--- src/rtl/core/skl_pkg.sv ---
`default_nettype none

package skl_pkg;

    // Table geometry
    localparam int CAPACITY  = 1024;
    localparam int REF_WIDTH = 16;
    localparam int KEY_WIDTH = 32;
    localparam int CNT_W     = $clog2(CAPACITY + 1);

    // Lookup reduction: cells are ORed in groups, then the groups are ORed
    localparam int GROUP     = 32;
    localparam int NGROUPS   = (CAPACITY + GROUP - 1) / GROUP;
    localparam int PAD_CELLS = NGROUPS * GROUP;

    typedef logic [KEY_WIDTH-1:0] key_t;
    typedef logic [REF_WIDTH-1:0] nref_t;
    typedef logic [CNT_W-1:0]     count_t;

    typedef enum logic {
        KIND_INSERT = 1'b0,
        KIND_LOOKUP = 1'b1
    } kind_t;

    typedef enum logic [1:0] {
        ST_STORED  = 2'd0,
        ST_FULL    = 2'd1,
        ST_FOUND   = 2'd2,
        ST_MISSING = 2'd3
    } status_t;

    typedef struct packed {
        kind_t       kind;
        key_t        key;
        logic [15:0] name_ref;
    } skl_in_t;

    typedef struct packed {
        status_t     status;
        logic [15:0] found_ref;
    } skl_out_t;

    // What one cell shows its right-hand neighbour
    typedef struct packed {
        logic  gt;     // empty or holding a key above the broadcast key
        logic  eq;     // occupied and holding the broadcast key
        key_t  key;
        nref_t nref;
    } skl_link_t;

endpackage

`default_nettype wire

--- src/rtl/core/skl_cell.sv ---
`default_nettype none

module skl_cell import skl_pkg::*; (
    input  wire logic      aclk,
    input  wire logic      occupied,
    input  wire logic      ins_en,
    input  wire logic      look_en,
    input  wire key_t      new_key,
    input  wire nref_t     new_ref,
    input  wire skl_link_t prev,
    output skl_link_t      link,
    output logic           hit,
    output nref_t          hit_ref
);

    key_t  key_reg;
    nref_t nref_reg;
    logic  hit_reg;
    nref_t hit_ref_reg;
    logic  first;

    // Compare against the broadcast key
    always_comb begin
        link.gt   = !occupied || (key_reg > new_key);
        link.eq   = occupied && (key_reg == new_key);
        link.key  = key_reg;
        link.nref = nref_reg;
    end

    // Equal keys sit together, so only the leftmost equal cell answers
    assign first = link.eq && !prev.eq;

    // Shift right where the new entry lands ahead of us, take it at the boundary
    always_ff @(posedge aclk) begin
        if (ins_en && link.gt) begin
            if (prev.gt) begin
                key_reg  <= prev.key;
                nref_reg <= prev.nref;
            end else begin
                key_reg  <= new_key;
                nref_reg <= new_ref;
            end
        end
        if (look_en) begin
            hit_reg     <= first;
            hit_ref_reg <= first ? nref_reg : '0;
        end
    end

    assign hit     = hit_reg;
    assign hit_ref = hit_ref_reg;

endmodule

`default_nettype wire
--- config.mk ---
export PLATFORM = sky130hd
export DESIGN_NAME = skl_cell
export DESIGN_NICKNAME = d
export VERILOG_FILES = /design/src/rtl/core/skl_pkg.sv /design/src/rtl/core/skl_cell.sv
export SDC_FILE = /design/constraint.sdc
export NUM_CORES = 1
export LEC_CHECK = 0
export BUFFER_PORTS_ARGS = -buffer_cell sky130_fd_sc_hd__buf_2
export CAP_MARGIN = 15
export CORE_UTILIZATION = 50
export DETAILED_ROUTE_END_ITERATION = 6
export GPL_TIMING_DRIVEN = 0
export PLACE_DENSITY = 0.87
export SYNTH_ARGS = -nofsm -noshare
export SYNTH_HDL_FRONTEND = slang
export SYNTH_SLANG_ARGS = --single-unit
--- constraint.sdc ---
create_clock -name aclk -period 10.6 [get_ports aclk]
set_input_delay 2.12 -clock aclk [delete_from_list [all_inputs] [get_ports aclk]]
set_output_delay 2.12 -clock aclk [all_outputs]
set_load 0.05 [all_outputs]
; ---- Word level (Yosys, flattened, before mapping)
; Index checks and enable logic that the tools add are counted.
; W data, S select, Z words.
[op_classes]
muxes = 2
n_lt_le_gt_ge = 1
n_eq_ne = 1
reduce_logical = 6
[op_table]
columns = op, count
row1 = $eq A32 B32 Y1, 1
row2 = $gt A32 B32 Y1, 1
row3 = $mux W32, 1
row4 = $mux W16, 1
row5 = $logic_and A1 B1 Y1, 3
row6 = $logic_not A1 Y1, 2
row7 = $logic_or A1 B1 Y1, 1
[word_totals]
ff_bits = 65
inputBits = 102
word_cells = 14

; ---- Longest topological paths before layout
; Gate-level depths: netlist of run 1.
[depth]
depth_word = 3
depth_mapped = 8
depth_no_buf = 7

; ---- Worst setup path after synthesis of run 1
; Ideal clock, no wire load.
[synth_path]
kind = input-to-output
startpoint = input new_key[15]
endpoint = output link[49] (netlist name)
path_buffers = 0
path_slack_ns = 4.552
arrival_time_ns = 3.928
stages = 7
path_cell_list = inv_1 -> ha_1 -> nand4_1 -> nor3_1 -> a21boi_0 -> o41ai_1 -> a21oi_1
[synth_rtl]
columns = element, line
row1 = from (decl), skl_cell.sv:8  ; input wire key_t new_key,
row2 = to (decl), skl_cell.sv:11  ; output skl_link_t link,

==> results of run 1 <==
## stage by stage
stage | power (mW) | hold WS, ns
6_report | 0.685 | 0.549
5_1_grt | 0.713 | 0.575
4_1_cts | 0.689 | 0.549
3_5_place_dp | 0.477 | 0.529
3_3_place_gp | 0.469 | 0.528
2_1_floorplan | 0.423 | 0.907
## cell type report
| cell class | instances | area share (%) |
|---|---|---|
| Sequential cell | 65 | 42.3 |
| Multi-Input combinational cell | 181 | 28.3 |
| Timing Repair Buffer | 169 | 19.3 |
| Clock buffer | 9 | 2.68 |
| Inverter | 33 | 2.68 |
| Tap cell | 77 | 2.09 |
| Clock inverter | 7 | 1.68 |
| Buffer | 10 | 0.976 |
## cell usage after synthesis
library cell / number / area (um^2)
clkbuf_1: 9 / 33.8
o41ai_1: 1 / 8.76
nand2b_1: 1 / 6.26
nor2_1: 2 / 7.51
a211oi_1: 2 / 15.0
a21boi_0: 1 / 7.51
nand2_1: 37 / 139
a21o_1: 3 / 22.5
buf_6: 1 / 11.3
nand3_2: 1 / 10.0
and2_1: 16 / 100
nand3_1: 5 / 25.0
o21bai_1: 1 / 7.51
nand4_2: 1 / 12.5
nor4_4: 1 / 21.3
mux2_2: 17 / 191
inv_1: 33 / 124
ha_1: 32 / 400
a221o_1: 1 / 10.0
o21ai_0: 34 / 170
edfxtp_1: 65 / 1950
nor2_4: 1 / 11.3
nor3_1: 2 / 10.0
nand4_1: 6 / 37.5
a21oi_1: 15 / 75.1
nor2b_1: 1 / 6.26
## kinds of logic after synthesis
group,after synthesis
AO/OA/AOI/OAI,58
multiplexers,17
flip-flops,65
AND/OR/NAND/NOR,74
buffers and inverters,43
adder cells (fa/ha/maj),32
## metal layers
layer | routed length (um) | share of wire (%)
met3 | 578 | 6.9
met4 | 174 | 2.1
met2 | 4340 | 52
met1 | 3230 | 39
met5 | 0 | 0
## worst register-to-register path, stage by stage (launching register included)
cell	delay (ns)
edfxtp_1	0.41
ha_1	0.33
nand4_1	0.19
nor3_1	0.38
a21boi_0	0.24
o41ai_1	0.15
a21oi_4	0.51
buf_16	0.23
buf_16	0.17
## how the worst max path moves through the flow
stage                             end  cells past startpoint   startpoint
after floorplan              link[49]                      7  new_key[15]
after global placement    key_reg[26]                      8  new_key[15]
after detailed placement     link[49]                      9  new_key[27]
after CTS                    link[49]                      9  new_key[27]
after global routing         link[49]                      9  new_key[23]
final                        link[49]                      9  new_key[27]
## power groups by stage
| stage | Sequential (mW) | Combinational (mW) | Clock, mW |
|---|---|---|---|
| 6_report | 0.313 | 0.158 | 0.214 |
| 2_1_floorplan | 0.377 | 0.0463 | 0 |
| 3_5_place_dp | 0.318 | 0.159 | 0 |
| 5_1_grt | 0.314 | 0.171 | 0.228 |
| 4_1_cts | 0.313 | 0.159 | 0.217 |
| 3_3_place_gp | 0.319 | 0.150 | 0 |
==> out/results.txt, run 1 <==
Critical Path RT: 8.48 ns
Filler cells: 484
Sequential power share: 45.6%
Max reg flops: 32
Largest family of logic cells by synthesized area: adder cells
Sw power: 219 uW
Total number of vias: 2846
Max-cap viol count: 0
Port Buffers: 167
Power per Cell Area: 148 mW/mm^2
Met3 Use GR: 4.82%
Syn-to-layout area delta: 35.1%
Hpwl dp: 6570 um
CTS Hold Bufs: 0
FF-to-FF End: key_reg[27]
Worst setup SP type: input port
Highest fanout seen on the critical path: 3
Syn avg cell area: 11.8 um^2
TritonCTS clock tree: done
Fmax: 161 MHz
Synth Area in XOR/XNOR: 0%
Crit-path slowest cell: a211oi_1
Clock power frac: 31.3%
Failing checks: design-rule violations
GP Congestion: 0.820
Syn Nets: 423
Total congestion overflow: 0
Crit path DAT: 4.08 ns
Most frequent CP cell: buf_2
Sequential area share after synthesis: 57.1%
Reg-to-reg slack, setup: 7.69 ns
DRC: 9
Synth Instances: 289
Cell area after layout: 0.00462 mm^2
Global-route wire length before repair: 13100 um
CP endpoint kind: output port
Hold Path Stages: 1
Placed Instance Area: 0.00441 mm^2
CTS sink count: 65
Vias in the first global route: 2852
Placed cells: 535
Number of setup buffers added after CTS: 0
Clk_skew: 0.00630 ns
Worst Reg-to-Reg Cells: 8
GRT Overall Usage: 23.9%
Wirelength per Cell: 15.1 um
I/O pin cnt: 169
Pint: 466 uW
Hold Crit Class: reg2reg
Final period util: 58.5%
CTS clk-pin slew, worst paths: 0.08 ns
Worst setup path class: in2out
Yosys reg bits: 65
Slew Viols, Final: 0
Resize count post-CTS: 0
Total wire length after detailed routing: 8320 um
Gr busiest metal: met2
Commonest cells after routing, fill and taps aside: buf_2, edfxtp_1, nand2_1, o21ai_0, inv_1
Count of final setup violators: 0
Multi-input logic area: 0.00131 mm^2
Compound-Gate Fraction of Synth Area: 9.27%
Comb pwr share: 23.1%
Layout cell share with drive strength beyond 1: 43.9%
Core area: 0.00646 mm^2
RSZ-0062 raised after global routing: false
Post-Syn Area: 0.00342 mm^2
Critical-path cell list: buf_2 -> inv_1 -> ha_1 -> nand4_1 -> nor2_1 -> a221o_1 -> a211oi_1 -> a21oi_1 -> buf_2
DRT iter0 DRCs: 152
Worst-margin pin slew: 0.643 ns
Initial antenna violation count: 0
Fin. Hold Viols: 0
Vias per inst: 5.17
Die footprint: 0.00717 mm^2
Pre-CTS WS: 4.45 ns
Yosys warnings: 0
Post-Synth Simple-Gate Area: 11.3%
Reg-to-reg startpoint: key_reg[14]
Row cnt: 29
CP max stage delay: 0.48 ns
Sequential Area: 0.00195 mm^2
Slew HR: 56.6%
Outcome: finished with violations
# diodes: 0
Leak: 2.21 nW
Initial Util: 52.9%
CP bufs+invs: 3
Post-synthesis cell type count: 26
Min Tclk post-route: 6.20 ns
Met2 Use GR: 43.4%
CTS max path bufs: 2
Finished Layout Cells: 551
Min-delay src: nref_reg[6]
Pin count of the biggest net entering global routing: 20
Setup TNS Final: 0 ns
Pre-Repair DR Iteration Count: 7
Largest delay contributor family on the critical path: compound AO/OA/AOI/OAI gates
Antenna violation net count after detailed routing: 0
Worst VDD drop: 0.0000892 V
Most common library cell in the layout ignoring fill and taps: buf_2
Final #Nets: 603
Die Span Y: 84.7 um
Clock Latency Late Sink: 0.33 ns
Post-Route Utilization: 71.5%
CTS Buf Count: 9
GR Util met1: 27.6%
Synth Area in Adders: 11.7%
Sw Ratio: 32.0%
Multiplexer share of the synthesized area: 5.60%
Endpoint, Worst Hold: hit_ref[6]
Htree depth: 3
Root buffer cell: clkbuf_8
Worst Slack Setup Final: 4.40 ns
Chip width: 84.7 um
Power figures use the tool's default switching activity.
==> run 2: changes to the inputs <==
CORE_UTILIZATION = 42   (was 50)
PLACE_DENSITY = 0.78   (was 0.87)
clock period = 5.5 ns   (was 10.6 ns; I/O delays follow)
==> out/results.txt, run 2 (synthesized netlist as in run 1, its figures left out) <==
Final period util: 74.8%
Worst setup SP type: input port
Max reg flops: 32
Total power draw: 1.30 mW
Reg-to-reg slack, setup: 2.52 ns
Number of setup buffers added after CTS: 0
Htree depth: 3
Initial antenna violation count: 0
Outcome: finished clean
FF-to-FF End: key_reg[29]
Clock Latency Late Sink: 0.33 ns
Clock power frac: 30.7%
Die Span Y: 92.2 um
Worst VDD drop: 0.000131 V
Comb pwr share: 23.1%
Row cnt: 32
Root buffer cell: clkbuf_8
Global-route wire length before repair: 12900 um
Filler cells: 700
Max-cap viol count: 0
CTS clk-pin slew, worst paths: 0.08 ns
Placed Instance Area: 0.00442 mm^2
Layout cell share with drive strength beyond 1: 43.3%
# diodes: 0
I/O pin cnt: 169
CTS max path bufs: 2
DRC: 0
Count of final setup violators: 0
Worst setup path class: in2out
Sw power: 414 uW
Pin count of the biggest net entering global routing: 27
Finished Layout Cells: 575
Placed cells: 559
Pint: 889 uW
Pre-Repair DR Iteration Count: 6
GRT Overall Usage: 20.0%
DRT iter0 DRCs: 55
Crit path from: new_key[23]
Wirelength per Cell: 14.3 um
Leak: 2.20 nW
Hold Path Stages: 1
CTS Buf Count: 9
Clk_skew: 0.0148 ns
Total congestion overflow: 0
Sequential power share: 46.2%
Port Buffers: 167
Chip width: 92.2 um
Reg-to-reg startpoint: key_reg[14]
Final Hold Slack: 0.542 ns
Hold Crit Class: reg2reg
Worst-margin pin slew: 0.925 ns
Worst Reg-to-Reg Cells: 7
Vias in the first global route: 2720
Most common library cell in the layout ignoring fill and taps: buf_2
Core area: 0.00781 mm^2
Initial Util: 43.7%
Sw Ratio: 31.8%
Fin. Hold Viols: 0
Vias per inst: 4.86
Die footprint: 0.00850 mm^2
Critical Path RT: 4.40 ns
TritonCTS clock tree: done
Final #Nets: 602
Cell area after layout: 0.00461 mm^2
GP Congestion: 0.784
Worst setup path end: link[49]
CTS sink count: 65
Resize count post-CTS: 0
CP endpoint kind: output port
Fmax: 243 MHz
Commonest cells after routing, fill and taps aside: buf_2, edfxtp_1, nand2_1, o21ai_0, inv_1
Crit path DAT: 3.01 ns
Antenna violation net count after detailed routing: 0
Hpwl dp: 6510 um
Slew Viols, Final: 0
Total number of vias: 2796
Syn-to-layout area delta: 34.9%
CTS Hold Bufs: 0
Highest fanout seen on the critical path: 3
Power per Cell Area: 283 mW/mm^2
Min Tclk post-route: 4.11 ns
RSZ-0062 raised after global routing: false
Total wire length after detailed routing: 8200 um
Slew HR: 38.2%
run 2: cell types whose count changed in the layout (fill, tap and decap cells not counted):
| cell | delta |
|---|---|
| buf_16 | -1 |
| inv_6 | -1 |
| clkinv_1 | +2 |
| clkinv_4 | -1 |
run 2: metal layers:
metal  GRT usage (%)  part of all wire (%)  vias up
met2            35.2                    52      104
met5               0                     0        -
met4            5.60                  0.94        0
li1                -                     -     1394
met1            24.8                    42     1294
met3            4.15                   5.2        4
run 2: power groups by stage:
stage               clock network (mW)  registers (mW)  logic [mW]
global route                     0.432           0.606       0.327
detailed placement                   0           0.614       0.302
finish                           0.400           0.602       0.301
floorplan                            0           0.726      0.0893
global placement                     0           0.615       0.290
CTS                              0.412           0.602       0.304
run 2: stage by stage:
step	setup slack (ns)	TNS, ns	utilization [%]
floorplan	0.531	0	-
global placement	-0.843	-40.30	56.1
detailed placement	1.40	0	56.6
CTS	1.39	0	59.0
global route	1.19	0	59.0
finish	1.39	0	59.0
run 2: worst max-delay path, stage by stage:
cell and delay (ns):
buf_2 0.07, inv_1 0.05, ha_1 0.32, a21oi_1 0.15
o21ai_0 0.10, a221o_1 0.34, a211oi_1 0.50, a21oi_1 0.13
buf_2 0.25
run 2: final cells by class:
| class | count | area [um^2] | area share (%) |
|---|---|---|---|
| tap | 102 | 128 | 2.77 |
| multi-input combinational | 181 | 1310 | 28.3 |
| sequential | 65 | 1950 | 42.3 |
| clock buffer | 9 | 124 | 2.69 |
| inverter | 33 | 124 | 2.69 |
| timing repair buffer | 168 | 863 | 18.7 |
| clock inverter | 7 | 67.6 | 1.47 |
| buffer | 10 | 45.0 | 0.977 |
run 2: how the worst min path moves through the flow:
stage,startpoint,to,slack [ns]
2_1_floorplan,nref_reg[10],hit_ref[10],0.91
3_3_place_gp,nref_reg[2],hit_ref[2],0.52
3_5_place_dp,nref_reg[11],hit_ref[11],0.53
4_1_cts,nref_reg[11],hit_ref[11],0.54
5_1_grt,nref_reg[3],hit_ref[3],0.58
6_report,nref_reg[11],hit_ref[11],0.54
